$ cat src/rtl/core/smoothed_rms_level_meter_unit_assert.svh
// Assertion macros for the smoothed RMS level meter.
// Defining NO_ASSERTIONS turns every use into empty text.
`ifndef SMOOTHED_RMS_LEVEL_METER_UNIT_ASSERT_SVH
`define SMOOTHED_RMS_LEVEL_METER_UNIT_ASSERT_SVH
`ifndef NO_ASSERTIONS
// Checked while reset is low.
`define SRLM_ASSERT(name, clk, rst, prop, msg) \
  name: assert property (@(posedge clk) disable iff (rst) prop) \
    else $error(msg);
// Checked at every edge, reset included.
`define SRLM_ASSERT_ALWAYS(name, clk, prop, msg) \
  name: assert property (@(posedge clk) prop) \
    else $error(msg);
`else
`define SRLM_ASSERT(name, clk, rst, prop, msg)
`define SRLM_ASSERT_ALWAYS(name, clk, prop, msg)
`endif
`endif

$ cat src/rtl/core/srlm_pkg.sv
// Shared types, constants and helpers of the smoothed RMS level meter.
// No dependencies; used by all other files but the assertion header.
`timescale 1ns / 1ps

package srlm_pkg;

  // Sample and accumulation widths
  localparam int SAMPLE_W   = 16;
  localparam int MAG_W      = SAMPLE_W - 1;
  localparam int SQ_W       = 2 * SAMPLE_W - 3;
  localparam int SUM_W      = 41;
  localparam int MAX_FRAMES = 4096;
  localparam int COUNT_W    = 13;
  localparam int FRAME_W    = 12;

  // Level widths
  localparam int LEVEL_W    = 15;
  localparam int LEVEL_MAX  = 32767;
  localparam int SCALED_W   = 16;
  localparam int WEIGHT_W   = 16;
  localparam int WEIGHT_ONE = 65536;
  localparam int ROUND_HALF = 32768;

  // Iterative units
  localparam int DIV_W       = SUM_W - 1;
  localparam int DIVISOR_W   = 15;
  localparam int DIV_STEPS   = DIV_W;
  localparam int DIV_CNT_W   = $clog2(DIV_STEPS);
  localparam int ROOT_W      = DIV_W / 2;
  localparam int ROOT_REM_W  = ROOT_W + 2;
  localparam int SQRT_STEPS  = ROOT_W;
  localparam int SQRT_CNT_W  = $clog2(SQRT_STEPS);

  // Buffer queue
  localparam int Q_DEPTH = 2;
  localparam int Q_PTR_W = 1;
  localparam int Q_CNT_W = 2;

  // Configuration port
  localparam int CFG_INDEX_W = 2;
  localparam int CFG_DATA_W  = 16;

  // Reset values of the registers
  localparam int RST_FRAMES    = 256;
  localparam int RST_WEIGHT    = 4588;
  localparam int RST_FULL      = 5571;
  localparam int RST_THRESHOLD = 655;

  typedef logic signed [SAMPLE_W-1:0] sample_t;
  typedef logic [MAG_W-1:0]           mag_t;
  typedef logic [2*MAG_W-1:0]         mag_sq_t;
  typedef logic [SQ_W-1:0]            sq_t;
  typedef logic [SUM_W-1:0]           sum_t;
  typedef logic [SUM_W:0]             sum_wide_t;
  typedef logic [COUNT_W-1:0]         count_t;
  typedef logic [FRAME_W-1:0]         frame_cnt_t;
  typedef logic [LEVEL_W-1:0]         level_t;
  typedef logic [SCALED_W-1:0]        scaled_t;
  typedef logic [WEIGHT_W-1:0]        weight_t;
  typedef logic [WEIGHT_W:0]          inv_weight_t;
  typedef logic [LEVEL_W+WEIGHT_W:0]  prod_old_t;
  typedef logic [LEVEL_W+WEIGHT_W-1:0] prod_new_t;
  typedef logic [LEVEL_W+WEIGHT_W+1:0] blend_t;
  typedef logic [DIV_W-1:0]           dividend_t;
  typedef logic [DIVISOR_W-1:0]       divisor_t;
  typedef logic [DIVISOR_W:0]         div_rem_t;
  typedef logic [DIV_CNT_W-1:0]       div_cnt_t;
  typedef logic [ROOT_W-1:0]          root_t;
  typedef logic [ROOT_REM_W-1:0]      root_rem_t;
  typedef logic [SQRT_CNT_W-1:0]      sqrt_cnt_t;
  typedef logic [Q_PTR_W-1:0]         q_ptr_t;
  typedef logic [Q_CNT_W-1:0]         q_cnt_t;

  typedef enum logic [CFG_INDEX_W-1:0] {
    REG_FRAMES,
    REG_WEIGHT,
    REG_FULL_SCALE,
    REG_THRESHOLD
  } cfg_reg_t;

  typedef enum logic {
    FRONT_IDLE,
    FRONT_ACCUM
  } front_state_t;

  typedef enum logic [2:0] {
    BACK_IDLE,
    BACK_MEAN,
    BACK_SQRT,
    BACK_MUL,
    BACK_BLEND,
    BACK_SCALE,
    BACK_DONE
  } back_state_t;

  // One finished buffer: sum of squares and the frames it holds
  typedef struct packed {
    sum_t   sum;
    count_t count;
  } buf_t;

  // Effective configuration, out-of-range codes already folded
  typedef struct packed {
    count_t  limit;
    weight_t weight;
    level_t  full_scale;
    scaled_t threshold;
  } cfg_t;

  typedef struct packed {
    logic      start;
    dividend_t dividend;
    divisor_t  divisor;
  } div_req_t;

  typedef struct packed {
    logic      done;
    dividend_t quotient;
  } div_rsp_t;

  // Square of a sample halved with floor rounding, in units of 2^-30
  function automatic sq_t halved_square(input sample_t s);
    sample_t h;
    mag_t    mag;
    mag_sq_t prod;
    h    = s >>> 1;
    mag  = h[SAMPLE_W-1] ? mag_t'(-h) : mag_t'(h);
    prod = mag * mag;
    return prod[SQ_W-1:0];
  endfunction

endpackage

$ cat src/rtl/core/srlm_frame_if.sv
// Stereo frame channel of the level meter: valid/ready plus two samples.
// Depends on srlm_pkg.
`timescale 1ns / 1ps

interface srlm_frame_if;
  logic                valid;
  logic                ready;
  srlm_pkg::sample_t   left_sample;
  srlm_pkg::sample_t   right_sample;

  modport source (output valid, output left_sample, output right_sample, input ready);
  modport sink   (input valid, input left_sample, input right_sample, output ready);
endinterface

$ cat src/rtl/core/srlm_level_if.sv
// Level result channel of the level meter: valid/ready plus result fields.
// Depends on srlm_pkg.
`timescale 1ns / 1ps

interface srlm_level_if;
  logic              valid;
  logic              ready;
  srlm_pkg::level_t  rms_level;
  srlm_pkg::level_t  smoothed_level;
  srlm_pkg::scaled_t scaled_level;
  logic              level_jump;

  modport source (output valid, output rms_level, output smoothed_level,
                  output scaled_level, output level_jump, input ready);
  modport sink   (input valid, input rms_level, input smoothed_level,
                  input scaled_level, input level_jump, output ready);
endinterface

$ cat src/rtl/core/srlm_fifo.sv
// Two-entry queue of finished buffers between front and back end.
// Depends on srlm_pkg.
`timescale 1ns / 1ps

module srlm_fifo (
  input  logic           clk,
  input  logic           rst,
  input  logic           push_valid,
  output logic           push_ready,
  input  srlm_pkg::buf_t push_data,
  output logic           pop_valid,
  input  logic           pop_ready,
  output srlm_pkg::buf_t pop_data
);

  srlm_pkg::buf_t   mem [srlm_pkg::Q_DEPTH];
  srlm_pkg::q_ptr_t wr_ptr;
  srlm_pkg::q_ptr_t rd_ptr;
  srlm_pkg::q_cnt_t count;
  logic             push;
  logic             pop;

  // Handshake and head of queue
  always_comb begin
    push_ready = (count != srlm_pkg::q_cnt_t'(srlm_pkg::Q_DEPTH));
    pop_valid  = (count != '0);
    push       = push_valid && push_ready;
    pop        = pop_valid && pop_ready;
    pop_data   = mem[rd_ptr];
  end

  // Pointers and fill level
  always_ff @(posedge clk) begin
    if (rst) begin
      wr_ptr <= '0;
      rd_ptr <= '0;
      count  <= '0;
    end else begin
      if (push) begin
        wr_ptr <= (wr_ptr == srlm_pkg::q_ptr_t'(srlm_pkg::Q_DEPTH - 1)) ? '0 : wr_ptr + 1'b1;
      end
      if (pop) begin
        rd_ptr <= (rd_ptr == srlm_pkg::q_ptr_t'(srlm_pkg::Q_DEPTH - 1)) ? '0 : rd_ptr + 1'b1;
      end
      case ({push, pop})
        2'b10:   count <= count + 1'b1;
        2'b01:   count <= count - 1'b1;
        default: count <= count;
      endcase
    end
  end

  // Storage
  always_ff @(posedge clk) begin
    if (push) begin
      mem[wr_ptr] <= push_data;
    end
  end

endmodule

$ cat src/rtl/core/srlm_front.sv
// Front end of the level meter: takes frames, accumulates halved squares
// and hands each finished buffer to the queue. Depends on srlm_pkg, srlm_frame_if.
`timescale 1ns / 1ps

module srlm_front (
  input  logic            clk,
  input  logic            rst,
  srlm_frame_if.sink      frame,
  input  srlm_pkg::count_t limit,
  output logic            push_valid,
  input  logic            push_ready,
  output srlm_pkg::buf_t  push_data
);

  srlm_pkg::front_state_t state;
  srlm_pkg::front_state_t state_next;
  srlm_pkg::sq_t          sq_left;
  srlm_pkg::sq_t          sq_right;
  srlm_pkg::sum_t         sum;
  srlm_pkg::frame_cnt_t   frame_count;
  srlm_pkg::sum_wide_t    sum_wide;
  srlm_pkg::sum_t         sum_sat;
  srlm_pkg::count_t       count_inc;
  logic                   buf_end;

  // Saturating accumulate and buffer end test
  always_comb begin
    sum_wide  = srlm_pkg::sum_wide_t'(sum) + srlm_pkg::sum_wide_t'(sq_left)
              + srlm_pkg::sum_wide_t'(sq_right);
    sum_sat   = sum_wide[srlm_pkg::SUM_W] ? '1 : sum_wide[srlm_pkg::SUM_W-1:0];
    count_inc = srlm_pkg::count_t'(frame_count) + 1'b1;
    buf_end   = (count_inc >= limit);
  end

  // Next state
  always_comb begin
    state_next = state;
    case (state)
      srlm_pkg::FRONT_IDLE: begin
        if (frame.valid) state_next = srlm_pkg::FRONT_ACCUM;
      end
      srlm_pkg::FRONT_ACCUM: begin
        if (!buf_end || push_ready) state_next = srlm_pkg::FRONT_IDLE;
      end
      default: state_next = srlm_pkg::FRONT_IDLE;
    endcase
  end

  // Outputs
  always_comb begin
    frame.ready     = 1'b0;
    push_valid      = 1'b0;
    push_data.sum   = sum_sat;
    push_data.count = count_inc;
    case (state)
      srlm_pkg::FRONT_IDLE:  frame.ready = 1'b1;
      srlm_pkg::FRONT_ACCUM: push_valid  = buf_end;
      default: begin
        frame.ready = 1'b0;
        push_valid  = 1'b0;
      end
    endcase
  end

  // Control and running state
  always_ff @(posedge clk) begin
    if (rst) begin
      state       <= srlm_pkg::FRONT_IDLE;
      sum         <= '0;
      frame_count <= '0;
    end else begin
      state <= state_next;
      if (state == srlm_pkg::FRONT_ACCUM) begin
        if (!buf_end) begin
          sum         <= sum_sat;
          frame_count <= count_inc[srlm_pkg::FRAME_W-1:0];
        end else if (push_ready) begin
          sum         <= '0;
          frame_count <= '0;
        end
      end
    end
  end

  // Squares of the accepted beat
  always_ff @(posedge clk) begin
    if (frame.valid && frame.ready) begin
      sq_left  <= srlm_pkg::halved_square(frame.left_sample);
      sq_right <= srlm_pkg::halved_square(frame.right_sample);
    end
  end

endmodule

$ cat src/rtl/core/srlm_divider.sv
// Restoring divider, one quotient bit per cycle, shared by the back end.
// Depends on srlm_pkg.
`timescale 1ns / 1ps

module srlm_divider (
  input  logic               clk,
  input  logic               rst,
  input  srlm_pkg::div_req_t req,
  output srlm_pkg::div_rsp_t rsp
);

  logic                   busy;
  logic                   done;
  srlm_pkg::div_cnt_t     cnt;
  srlm_pkg::divisor_t     rem;
  srlm_pkg::dividend_t    quo;
  srlm_pkg::divisor_t     dsor;
  srlm_pkg::div_rem_t     rem_shift;
  srlm_pkg::div_rem_t     rem_diff;
  logic                   fits;

  // One trial subtraction
  always_comb begin
    rem_shift = {rem, quo[srlm_pkg::DIV_W-1]};
    rem_diff  = rem_shift - srlm_pkg::div_rem_t'(dsor);
    fits      = (rem_shift >= srlm_pkg::div_rem_t'(dsor));
  end

  assign rsp.done     = done;
  assign rsp.quotient = quo;

  // Control
  always_ff @(posedge clk) begin
    if (rst) begin
      busy <= 1'b0;
      done <= 1'b0;
      cnt  <= '0;
    end else begin
      done <= 1'b0;
      if (req.start) begin
        busy <= 1'b1;
        cnt  <= '0;
      end else if (busy) begin
        cnt <= cnt + 1'b1;
        if (cnt == srlm_pkg::div_cnt_t'(srlm_pkg::DIV_STEPS - 1)) begin
          busy <= 1'b0;
          done <= 1'b1;
        end
      end
    end
  end

  // Datapath: remainder stays below the divisor, quotient shifts in from the right
  always_ff @(posedge clk) begin
    if (req.start) begin
      rem  <= '0;
      quo  <= req.dividend;
      dsor <= req.divisor;
    end else if (busy) begin
      rem <= fits ? rem_diff[srlm_pkg::DIVISOR_W-1:0] : rem_shift[srlm_pkg::DIVISOR_W-1:0];
      quo <= {quo[srlm_pkg::DIV_W-2:0], fits};
    end
  end

endmodule

$ cat src/rtl/core/srlm_back.sv
// Back end of the level meter: mean, square root, smoothing, scaling and
// jump test for each buffer; holds the result register. Depends on
// srlm_pkg, srlm_level_if, srlm_divider.
`timescale 1ns / 1ps

module srlm_back (
  input  logic            clk,
  input  logic            rst,
  input  srlm_pkg::cfg_t  cfg,
  input  logic            head_valid,
  input  srlm_pkg::buf_t  head,
  output logic            pop,
  srlm_level_if.source    level
);

  srlm_pkg::back_state_t state;
  srlm_pkg::back_state_t state_next;
  srlm_pkg::div_req_t    div_req;
  srlm_pkg::div_rsp_t    div_rsp;

  // Square root iteration
  srlm_pkg::dividend_t   sq_val;
  srlm_pkg::root_rem_t   sq_rem;
  srlm_pkg::root_t       sq_root;
  srlm_pkg::sqrt_cnt_t   sq_cnt;
  srlm_pkg::root_rem_t   rem_sh;
  srlm_pkg::root_rem_t   trial;
  srlm_pkg::root_rem_t   rem_diff;
  logic                  sq_fits;

  // Level path
  srlm_pkg::level_t      rms_clamped;
  srlm_pkg::level_t      rms;
  srlm_pkg::prod_old_t   prod_old;
  srlm_pkg::prod_new_t   prod_new;
  srlm_pkg::inv_weight_t inv_w;
  srlm_pkg::blend_t      blend_sum;
  logic [srlm_pkg::LEVEL_W+1:0] smooth_raw;
  srlm_pkg::level_t      smooth_val;
  srlm_pkg::level_t      smooth;
  srlm_pkg::scaled_t     scaled_val;
  srlm_pkg::scaled_t     scaled;
  srlm_pkg::scaled_t     diff;
  logic                  jump;
  logic                  out_free;
  logic                  load_out;

  // Kept across buffers
  srlm_pkg::level_t      smoothed_store;
  srlm_pkg::scaled_t     previous_scaled;

  // Result register
  logic                  out_valid;
  srlm_pkg::level_t      out_rms;
  srlm_pkg::level_t      out_smooth;
  srlm_pkg::scaled_t     out_scaled;
  logic                  out_jump;

  srlm_divider u_divider (
    .clk (clk),
    .rst (rst),
    .req (div_req),
    .rsp (div_rsp)
  );

  // Square root step: bring down two bits, try root*4+1
  always_comb begin
    rem_sh   = {sq_rem[srlm_pkg::ROOT_REM_W-3:0], sq_val[srlm_pkg::DIV_W-1 -: 2]};
    trial    = {sq_root, 2'b01};
    rem_diff = rem_sh - trial;
    sq_fits  = (rem_sh >= trial);
  end

  // Smoothing, scaling and jump arithmetic
  always_comb begin
    rms_clamped = (sq_root > srlm_pkg::LEVEL_MAX) ? srlm_pkg::level_t'(srlm_pkg::LEVEL_MAX)
                                                 : sq_root[srlm_pkg::LEVEL_W-1:0];
    inv_w       = srlm_pkg::inv_weight_t'(srlm_pkg::WEIGHT_ONE)
                - srlm_pkg::inv_weight_t'(cfg.weight);
    blend_sum   = srlm_pkg::blend_t'(prod_old) + srlm_pkg::blend_t'(prod_new)
                + srlm_pkg::blend_t'(srlm_pkg::ROUND_HALF);
    smooth_raw  = blend_sum[srlm_pkg::LEVEL_W+srlm_pkg::WEIGHT_W+1:srlm_pkg::WEIGHT_W];
    smooth_val  = (smooth_raw > srlm_pkg::LEVEL_MAX) ? srlm_pkg::level_t'(srlm_pkg::LEVEL_MAX)
                                                    : smooth_raw[srlm_pkg::LEVEL_W-1:0];
    scaled_val  = (|div_rsp.quotient[srlm_pkg::DIV_W-1:srlm_pkg::SCALED_W]) ? '1
                : div_rsp.quotient[srlm_pkg::SCALED_W-1:0];
    diff        = (scaled > previous_scaled) ? scaled - previous_scaled
                                             : previous_scaled - scaled;
    jump        = (diff > cfg.threshold);
    out_free    = !out_valid || level.ready;
  end

  // Next state
  always_comb begin
    state_next = state;
    case (state)
      srlm_pkg::BACK_IDLE:  if (head_valid) state_next = srlm_pkg::BACK_MEAN;
      srlm_pkg::BACK_MEAN:  if (div_rsp.done) state_next = srlm_pkg::BACK_SQRT;
      srlm_pkg::BACK_SQRT: begin
        if (sq_cnt == srlm_pkg::sqrt_cnt_t'(srlm_pkg::SQRT_STEPS - 1)) begin
          state_next = srlm_pkg::BACK_MUL;
        end
      end
      srlm_pkg::BACK_MUL:   state_next = srlm_pkg::BACK_BLEND;
      srlm_pkg::BACK_BLEND: state_next = srlm_pkg::BACK_SCALE;
      srlm_pkg::BACK_SCALE: if (div_rsp.done) state_next = srlm_pkg::BACK_DONE;
      srlm_pkg::BACK_DONE:  if (out_free) state_next = srlm_pkg::BACK_IDLE;
      default:              state_next = srlm_pkg::BACK_IDLE;
    endcase
  end

  // Outputs: queue pop, divider requests, result load
  always_comb begin
    pop              = 1'b0;
    load_out         = 1'b0;
    div_req.start    = 1'b0;
    div_req.dividend = head.sum[srlm_pkg::SUM_W-1:1];
    div_req.divisor  = srlm_pkg::divisor_t'(head.count);
    case (state)
      srlm_pkg::BACK_IDLE: begin
        pop           = head_valid;
        div_req.start = head_valid;
      end
      srlm_pkg::BACK_BLEND: begin
        div_req.start    = 1'b1;
        div_req.dividend = srlm_pkg::dividend_t'({smooth_val, {srlm_pkg::SCALED_W{1'b0}}});
        div_req.divisor  = cfg.full_scale;
      end
      srlm_pkg::BACK_DONE: load_out = out_free;
      default: begin
        pop           = 1'b0;
        div_req.start = 1'b0;
      end
    endcase
  end

  assign level.valid          = out_valid;
  assign level.rms_level      = out_rms;
  assign level.smoothed_level = out_smooth;
  assign level.scaled_level   = out_scaled;
  assign level.level_jump     = out_jump;

  // Control and state kept across buffers
  always_ff @(posedge clk) begin
    if (rst) begin
      state           <= srlm_pkg::BACK_IDLE;
      out_valid       <= 1'b0;
      smoothed_store  <= '0;
      previous_scaled <= '0;
    end else begin
      state <= state_next;
      if (load_out) begin
        out_valid       <= 1'b1;
        smoothed_store  <= smooth;
        previous_scaled <= scaled;
      end else if (level.ready) begin
        out_valid <= 1'b0;
      end
    end
  end

  // Datapath
  always_ff @(posedge clk) begin
    case (state)
      srlm_pkg::BACK_MEAN: begin
        if (div_rsp.done) begin
          sq_val  <= div_rsp.quotient;
          sq_rem  <= '0;
          sq_root <= '0;
          sq_cnt  <= '0;
        end
      end
      srlm_pkg::BACK_SQRT: begin
        sq_val  <= {sq_val[srlm_pkg::DIV_W-3:0], 2'b00};
        sq_rem  <= sq_fits ? rem_diff : rem_sh;
        sq_root <= {sq_root[srlm_pkg::ROOT_W-2:0], sq_fits};
        sq_cnt  <= sq_cnt + 1'b1;
      end
      srlm_pkg::BACK_MUL: begin
        rms      <= rms_clamped;
        prod_old <= smoothed_store * inv_w;
        prod_new <= rms_clamped * cfg.weight;
      end
      srlm_pkg::BACK_BLEND: smooth <= smooth_val;
      srlm_pkg::BACK_SCALE: begin
        if (div_rsp.done) scaled <= scaled_val;
      end
      srlm_pkg::BACK_DONE: begin
        if (out_free) begin
          out_rms    <= rms;
          out_smooth <= smooth;
          out_scaled <= scaled;
          out_jump   <= jump;
        end
      end
      default: begin
        sq_cnt <= sq_cnt;
      end
    endcase
  end

endmodule

$ cat src/rtl/core/smoothed_rms_level_meter_unit.sv
// Smoothed RMS level meter.
// Channels: "frame" takes one stereo frame per beat (left_sample,
// right_sample, signed Q1.15); "level" gives one result per buffer
// (rms_level, smoothed_level, scaled_level, level_jump). Both are
// valid/ready. Registers are written through cfg_we/cfg_index/cfg_data.
// In the accumulator the squares of a frame are registered, then added to
// the saturating 41-bit sum, so frames are not accepted back to back. At a
// buffer end the sum goes into a two-entry queue; for each buffer the back
// end makes two passes through the 40-step shared divider and one through
// the 20-step square root. With buffers shorter than 53 frames the back
// end sets the rate and the front end stalls once the queue is full.
// A buffer's result is offered once the back end has run the mean
// division, square root, smoothing and scaling division on it.
// Reset clears the sum, frame count, smoothed level, previous scaled level,
// queue and pending result, and restores the register defaults.
// When the receiver stalls, the result is held; the back end finishes the
// next buffer and waits, then the queue fills and frame stops being ready.
`timescale 1ns / 1ps
`include "smoothed_rms_level_meter_unit_assert.svh"

module smoothed_rms_level_meter_unit (
  input  logic                                   clk,
  input  logic                                   rst,
  srlm_frame_if.sink                             frame,
  srlm_level_if.source                           level,
  input  logic                                   cfg_we,
  input  logic [srlm_pkg::CFG_INDEX_W-1:0]       cfg_index,
  input  logic [srlm_pkg::CFG_DATA_W-1:0]        cfg_data
);

  srlm_pkg::count_t  frames_per_buffer;
  srlm_pkg::weight_t smoothing_weight;
  srlm_pkg::level_t  full_scale_level;
  srlm_pkg::scaled_t jump_threshold;
  srlm_pkg::cfg_t    cfg;

  logic              q_push_valid;
  logic              q_push_ready;
  srlm_pkg::buf_t    q_push_data;
  logic              q_avail;
  logic              q_pop;
  srlm_pkg::buf_t    q_head;

  // Register writes
  always_ff @(posedge clk) begin
    if (rst) begin
      frames_per_buffer <= srlm_pkg::count_t'(srlm_pkg::RST_FRAMES);
      smoothing_weight  <= srlm_pkg::weight_t'(srlm_pkg::RST_WEIGHT);
      full_scale_level  <= srlm_pkg::level_t'(srlm_pkg::RST_FULL);
      jump_threshold    <= srlm_pkg::scaled_t'(srlm_pkg::RST_THRESHOLD);
    end else if (cfg_we) begin
      case (srlm_pkg::cfg_reg_t'(cfg_index))
        srlm_pkg::REG_FRAMES:     frames_per_buffer <= cfg_data[srlm_pkg::COUNT_W-1:0];
        srlm_pkg::REG_WEIGHT:     smoothing_weight  <= cfg_data;
        srlm_pkg::REG_FULL_SCALE: full_scale_level  <= cfg_data[srlm_pkg::LEVEL_W-1:0];
        srlm_pkg::REG_THRESHOLD:  jump_threshold    <= cfg_data;
        default:                  jump_threshold    <= jump_threshold;
      endcase
    end
  end

  // Zero frames or full scale act as one; over 4096 frames act as 4096
  always_comb begin
    if (frames_per_buffer == '0) begin
      cfg.limit = srlm_pkg::count_t'(1);
    end else if (frames_per_buffer > srlm_pkg::MAX_FRAMES) begin
      cfg.limit = srlm_pkg::count_t'(srlm_pkg::MAX_FRAMES);
    end else begin
      cfg.limit = frames_per_buffer;
    end
    cfg.weight     = smoothing_weight;
    cfg.full_scale = (full_scale_level == '0) ? srlm_pkg::level_t'(1) : full_scale_level;
    cfg.threshold  = jump_threshold;
  end

  srlm_front u_front (
    .clk        (clk),
    .rst        (rst),
    .frame      (frame),
    .limit      (cfg.limit),
    .push_valid (q_push_valid),
    .push_ready (q_push_ready),
    .push_data  (q_push_data)
  );

  srlm_fifo u_fifo (
    .clk        (clk),
    .rst        (rst),
    .push_valid (q_push_valid),
    .push_ready (q_push_ready),
    .push_data  (q_push_data),
    .pop_valid  (q_avail),
    .pop_ready  (q_pop),
    .pop_data   (q_head)
  );

  srlm_back u_back (
    .clk        (clk),
    .rst        (rst),
    .cfg        (cfg),
    .head_valid (q_avail),
    .head       (q_head),
    .pop        (q_pop),
    .level      (level)
  );

  // Checks
  `SRLM_ASSERT(a_frame_gap, clk, rst, frame.valid && frame.ready |=> !frame.ready, "frame taken on back-to-back cycles")
  `SRLM_ASSERT(a_pop_nonempty, clk, rst, q_pop |-> q_avail, "buffer queue popped while empty")
  `SRLM_ASSERT(a_push_hold, clk, rst, q_push_valid && !q_push_ready |=> q_push_valid && $stable(q_push_data), "stalled buffer changed before queue took it")
  `SRLM_ASSERT_ALWAYS(a_reset_empty, clk, rst |=> !level.valid, "result pending right after reset")

endmodule
$ cat src/flat_wrapper.sv
// flat-port wrapper written by rule: the top's interface ports become plain ports
module smoothed_rms_level_meter_unit_flat 
  (clk, rst, cfg_we, cfg_index, cfg_data, frame_valid, frame_left_sample, frame_right_sample, frame_ready, level_valid, level_rms_level, level_smoothed_level, level_scaled_level, level_level_jump, level_ready);
  srlm_frame_if frame_i ();
  srlm_level_if level_i ();
  input  logic clk;
  input  logic rst;
  input  logic cfg_we;
  input  logic [srlm_pkg::CFG_INDEX_W-1:0] cfg_index;
  input  logic [srlm_pkg::CFG_DATA_W-1:0] cfg_data;
  input wire logic [$bits(frame_i.valid)-1:0] frame_valid;
  input wire logic [$bits(frame_i.left_sample)-1:0] frame_left_sample;
  input wire logic [$bits(frame_i.right_sample)-1:0] frame_right_sample;
  output wire logic [$bits(frame_i.ready)-1:0] frame_ready;
  output wire logic [$bits(level_i.valid)-1:0] level_valid;
  output wire logic [$bits(level_i.rms_level)-1:0] level_rms_level;
  output wire logic [$bits(level_i.smoothed_level)-1:0] level_smoothed_level;
  output wire logic [$bits(level_i.scaled_level)-1:0] level_scaled_level;
  output wire logic [$bits(level_i.level_jump)-1:0] level_level_jump;
  input wire logic [$bits(level_i.ready)-1:0] level_ready;
  assign frame_i.valid = frame_valid;
  assign frame_i.left_sample = frame_left_sample;
  assign frame_i.right_sample = frame_right_sample;
  assign frame_ready = frame_i.ready;
  assign level_valid = level_i.valid;
  assign level_rms_level = level_i.rms_level;
  assign level_smoothed_level = level_i.smoothed_level;
  assign level_scaled_level = level_i.scaled_level;
  assign level_level_jump = level_i.level_jump;
  assign level_i.ready = level_ready;
  smoothed_rms_level_meter_unit u_core (.clk(clk), .rst(rst), .frame(frame_i), .level(level_i), .cfg_we(cfg_we), .cfg_index(cfg_index), .cfg_data(cfg_data));
endmodule
$ cat config.mk
export PLATFORM = sky130hd
export DESIGN_NAME = smoothed_rms_level_meter_unit_flat
export DESIGN_NICKNAME = d
export VERILOG_FILES = /design/src/rtl/core/srlm_pkg.sv /design/src/rtl/core/srlm_frame_if.sv /design/src/rtl/core/srlm_level_if.sv /design/src/rtl/core/srlm_fifo.sv /design/src/rtl/core/srlm_front.sv /design/src/rtl/core/srlm_divider.sv /design/src/rtl/core/srlm_back.sv /design/src/rtl/core/smoothed_rms_level_meter_unit.sv /design/src/flat_wrapper.sv
export VERILOG_INCLUDE_DIRS = /design/src /design/src/rtl/core
export SDC_FILE = /design/constraint.sdc
export NUM_CORES = 2
export LEC_CHECK = 0
export ABC_AREA = 1
export BUFFER_PORTS_ARGS = -buffer_cell sky130_fd_sc_hd__buf_2
export CORE_MARGIN = 2
export CORE_UTILIZATION = 53
export DETAILED_ROUTE_END_ITERATION = 6
export GPL_TIMING_DRIVEN = 0
export PLACE_DENSITY = 0.78
export SETUP_SLACK_MARGIN = 0.2
export SLEW_MARGIN = 30
export SYNTH_ARGS = -nofsm -noshare
export SYNTH_HDL_FRONTEND = slang
export SYNTH_SLANG_ARGS = --single-unit
$ cat constraint.sdc
create_clock -name clk -period 7.9 [get_ports clk]
set_clock_uncertainty 0.15 [all_clocks]
set_input_delay 0.79 -clock clk [delete_from_list [all_inputs] [get_ports clk]]
set_output_delay 0.79 -clock clk [all_outputs]
set_load 0.02 [all_outputs]
# After elaboration in Yosys (flattened, before gate mapping)

Memories as Yosys holds them, arrays and structs flattened. A register that Yosys moved wholly into a read port is not among the register bits.
Index checks and enable logic that the tools add are counted.

Output and inout port bits: 49
Memories kept: 1
Bits in registers: 530
Memory bits (writable): 108
Logic and storage cells: 172

Memories:

| memory            | depth | bits a word | rd ports | clocked after memory_dff | write ports | RTL line        | source |
|---|---|---|---|---|---|---|---|
| u_core.u_fifo.mem | 2     | 54          | 1        | 1                        | 1           | srlm_fifo.sv:16 | `srlm_pkg::buf_t mem [srlm_pkg::Q_DEPTH];` |

Add/sub/neg operators: 18
Multiply operators: 4
Bitwise logic cells: 3
Order comparisons: 8
Equal/unequal tests: 20
Muxes and demuxes: 53
Reductions and logical operators: 29

Operators by type and width:

| cell                     | number |
|---|---|
| $mux W41                 | 3 |
| $mux W40                 | 3 |
| $mux W15                 | 6 |
| $pmux W20 S2             | 2 |
| $pmux W40 S2             | 1 |
| $mux W20                 | 3 |
| $mul A15 B15 Y29         | 2 |
| $mux W55                 | 1 |
| $add A41 B29 Y42         | 1 |
| $add A42 B29 Y42         | 1 |
| $add A32 B31 Y33         | 1 |
| $add A33 B16 Y33 const B | 1 |
| $gt A16 B16 Y1           | 2 |
| $mul A15 B17 Y32         | 1 |
| $sub A16 B16 Y16         | 2 |
| $mul A15 B16 Y31         | 1 |
| $neg A15 Y15             | 2 |
| $mux W13                 | 2 |
| $mux W12                 | 2 |
| $reduce_or A24 Y1        | 1 |
| $ge A22 B22 Y1           | 1 |
| $pmux W3 S7              | 1 |
| $gt A20 B15 Y1 const B   | 1 |
| $sub A20 B20 Y20         | 1 |
| 41 further kinds         | 93 |

# Longest topological paths before layout

Word-level depth: 8
Mapped depth: 35

# Worst setup path after synthesis

OpenSTA, ideal clock, no wires.

Kind: reg2reg
From: register u_core.u_back.state[0]
To: register u_core.u_back.sq_cnt[0], enable pin
Setup time: 654 ps
Path slack: 326 ps
Stages on the path, launching flop included: 5
Arrival: 6771 ps
Required time: 7096 ps
Cells stage by stage: dfxtp_1 > inv_1 > nor2_1 > inv_1 > o31ai_1

Longest elaborated chain between the ends: 3
Elaborated cells on any way between the ends: 5
Those cells by class: 3 x eq/ne; 2 x reduce/logical

Ends and longest elaborated chain:

| item                                                                | RTL line         | source |
|---|---|---|
| from (decl)                                                         | srlm_back.sv:16  | `srlm_pkg::back_state_t state;` |
| from (signal assigned)                                              | srlm_back.sv:146 | `state <= srlm_pkg::BACK_IDLE;` |
| from (signal assigned)                                              | srlm_back.sv:151 | `state <= state_next;` |
| $eq A3 B1 Y1 or $eq A3 B2 Y1 (tied branches)                        | srlm_back.sv:164 | `case (state)` |
| $ne A2 B1 Y1 (no source line) or $reduce_bool A2 Y1 (tied branches) | -                |  |
| $reduce_and A2 Y1 (no source line) (*)                              | -                |  |
| to (signal assigned)                                                | srlm_back.sv:177 | `sq_cnt <= sq_cnt + 1'b1;` |
| to (signal assigned)                                                | srlm_back.sv:197 | `sq_cnt <= sq_cnt;` |
| to (decl)                                                           | srlm_back.sv:25  | `srlm_pkg::sqrt_cnt_t sq_cnt;` |

Mark *: on every way between the ends. The rest lies on a longest branch, timed or not.
A chain may end at the register's enable or synchronous reset.

# Final worst setup path

From: input port frame_right_sample[1]
To: register u_core.u_front.sq_right[28], data pin

Longest elaborated chain between the ends: 3

Ends and longest elaborated chain:

| item                 | RTL line           | source |
|---|---|---|
| from (decl)          | flat_wrapper.sv:13 | `input wire logic [$bits(frame_i.right_sample)-1:0] frame_right_sample;` |
| $neg A15 Y15         | srlm_pkg.sv:127    | `mag = h[SAMPLE_W-1] ? mag_t'(-h) : mag_t'(h);` |
| $mux W15 (*)         | srlm_pkg.sv:127    |  |
| $mul A15 B15 Y29 (*) | srlm_pkg.sv:128    | `prod = mag * mag;` |
| to (signal assigned) | srlm_front.sv:89   | `sq_right <= srlm_pkg::halved_square(frame.right_sample);` |
| to (decl)            | srlm_front.sv:18   | `srlm_pkg::sq_t sq_right;` |

Marked as above.

==> impl_metrics.yaml <==
pwr:
  comb_power_share_pct: 71.3
  worst_ir_drop_vdd_v: 0.000598
  switchingPower_mw: 16.6
  p_seq_share_pct: 17.9
  clkPwrFrac_pct: 10.8
  p_sw_share_pct: 52.0
  fin_total_pwr_mw: 32.0
  power_density_nw_per_um2: 469
  power.leakage_nw: 32.8
  p_int_mw: 15.4
detailed_routing:
  dr.pass1.iters: 7
  first_iter_violations: 4639
  vias_per_cell: 5.50
  routedWlPerCell_um: 18.6
  ant_nets: 0
  drc_errors: 4
  vias: 50800
  finalWirelength_mm: 172
logic_synthesis:
  syn_area_per_cell_um2: 8.39
  yosysWarnings: 0
  synthFlopType: "edfxtp_1"
  ys_ff_latch: 635
  seq_area_frac_synth_pct: 27.7
  synth.distinct_cells: 65
  syn_inst: 7427
  synthArstFlopShare_pct: 0
  synth_edf_count: 458
  netlist_area_um2: 62300
clock_tree:
  cts_max_level: 3
  cts_sinks: 635
  clk_pin_slew_ps: 60
  clock-root-buffer: "clkbuf_16"
  clk_path_buf_depth: 3
  cts_tree: "done"
  cts_buffers: 70
  insertion_delay_ps: 670
  cts_hold_buf: 0
placement:
  place_ws_ps: -1030
  place_area_um2: 65300
  hpwlAfterDp_mm: 141
  gp_congestion: 0.973
  io_buffers: 100
timing:
  rsz0062_at_grt: "yes"
  setup_violations: 0
  max_freq_mhz: 134
  relSlewSlack_pct: 34.0
  worst_slew_pin_slew_ps: 990
  setup_ws_ps: 449
  min_period_over_period_pct: 94.3
  fin_crit_ps: 7450
  fin_tns_setup_ps: 0
  slew_violations: 0
  hold_violations: 0
grt:
  grt_pass1_wl_mm: 275
  use_met2_pct: 46.5
  grt_remaining_overflow: 0
  met1_usage_pct: 39.0
  grt_max_degree: 30
  grt_antenna_before_repair: 3
  top_usage_layer: "met2"
  grt_pass1_vias: 51900
  gr-usage-met3_pct: 4.96
  grtUsageTotal_pct: 28.9
setup_path:
  cp_num_buf_inv: 8
  critPathMaxFanout: 11
  startpoint_type: "input port"
  crit_arrival_ps: 7680
  crit_family: "adder cells"
  critPathRequiredTime_ps: 8130
  crit_type: "in -> reg"
  crit_path_top_delay_cell: "fa_1"
  critPathMaxStageDelay_ps: 550
  end_kind: "flop"
die:
  initial_utilization_pct: 53.6
  die_h_um: 347
  fp-row-count: 125
  die_w_um: 347
  core_area_um2: 116000
  ios: 104
  fp.dieArea_um2: 120000
job:
  cap_violations: 0
status:
  status: "complete, but fails checks"
  violations: "design-rule violations"
finish:
  final_util_pct: 58.6
  layout_commonest_cell: "nand2_1"
  drive_gt1_share_pct: 5.62
  final_area_um2: 68200
  layout_common_cells: "nand2_1, inv_1, nor2_1"
  nNetsFinal: 8951
  antenna_cells: 0
  syn2layout_area_growth_pct: 9.33
worst_hold_path:
  hp-class: "reg -> reg"
[worst paths after layout]
kind	startpoint	end	slack (ps)	cells past startpoint
worst max-delay path	frame_right_sample[1]	u_core.u_front.sq_right[28]	450	27
worst min-delay path	u_core.u_back.rms[3]	u_core.u_back.level.rms_level[3]	260	0
worst max register to register	u_core.smoothing_weight[5]	u_core.u_back.prod_old[28]	470	29
worst min register to register	u_core.u_back.rms[3]	u_core.u_back.level.rms_level[3]	260	0
[layer usage]
| layer | share of wire [%] | wire (um) |
|---|---|---|
| met5 | 0 | 0 |
| met4 | 4.2 | 7200 |
| met3 | 8.4 | 14400 |
| met2 | 45 | 77600 |
| met1 | 42 | 72400 |
[kinds of logic after synthesis]
group / share of synthesized area, %
multiplexers: 0.0642
AO/OA/AOI/OAI: 7.86
buffers and inverters: 10.0
XOR/XNOR: 2.76
adder cells (fa/ha/maj): 33.0
AND/OR/NAND/NOR: 18.5
flip-flops: 27.7
other: 0.0120
[stage by stage]
stage,hold WS [ps],instances
detailed placement,255,9100
finish,265,9241
floorplan,250,7447
global route,274,9241
CTS,268,9230
global placement,255,9071
[synth_stat cells, drive strengths merged (22+ instances only)]
| master | count | area share, % |
|---|---|---|
| inv | 1448 | 8.7 |
| nor2 | 765 | 4.7 |
| xor2 | 124 | 1.8 |
| nand3 | 230 | 1.9 |
| nor4 | 23 | 0.24 |
| o21ai | 277 | 2.2 |
| dfxtp | 177 | 5.7 |
| ha | 554 | 11 |
| xnor2 | 70 | 0.98 |
| o211ai | 36 | 0.43 |
| o32ai | 22 | 0.31 |
| buf | 34 | 0.33 |
| fa | 682 | 22 |
| o21bai | 24 | 0.29 |
| a21o | 33 | 0.40 |
| a21oi | 434 | 3.5 |
| nand2 | 1630 | 10 |
| clkbuf | 155 | 0.94 |
| nand4 | 71 | 0.74 |
| nor3 | 60 | 0.51 |
| edfxtp | 458 | 22 |
[final cells by class]
cell class,count,area [um^2]
fillers,10100,48200
repair buffers,141,1030
inverters,1459,5490
flip-flops and latches,635,17300
clock buffers,87,1860
multi-input cells,5164,39200
well taps,1524,1910
plain buffers,189,861
clock inverters,42,572
[what timing repair did]
item / 4_1_cts / 5_1_grt
gates resized for setup: 24 / 109
setup endpoints to repair: 53 / 60
pin swaps: 1 / 8
setup buffers: 1 / 11
hold endpoints to repair: 0 / 0
cloned: 0 / 0
[power groups by stage]
stage	clock network, mW	logic (mW)	registers, mW
final	3.46	22.8	5.72
after global routing	3.62	25.8	5.77
after CTS	3.49	22.5	5.72
after detailed placement	0	22.3	5.78
after global placement	0	21.8	5.83
after floorplan	0	16.2	5.71
[registers in the layout, indices dropped and copies added (netlist names), 15 cells and up, named ones only]
name,count
u_core.u_fifo.mem,106
u_core.u_front.sum,41
u_core.u_back.sq_val,40
u_core.u_back.u_divider.quo,40
u_core.u_back.prod_old,32
u_core.u_back.prod_new,31
u_core.u_front.sq_left,28
u_core.u_front.sq_right,28
u_core.u_back.sq_rem,20
u_core.u_back.sq_root,20
u_core.jump_threshold,16
u_core.smoothing_weight,16
u_core.u_back.level.scaled_level,16
u_core.u_back.previous_scaled,16
u_core.u_back.scaled,16
u_core.full_scale_level,15
u_core.u_back.level.rms_level,15
u_core.u_back.level.smoothed_level,15
u_core.u_back.rms,15
u_core.u_back.smooth,15
u_core.u_back.smoothed_store,15
u_core.u_back.u_divider.dsor,15
u_core.u_back.u_divider.rem,15
Note: power is estimated with default switching activity, not from simulation.
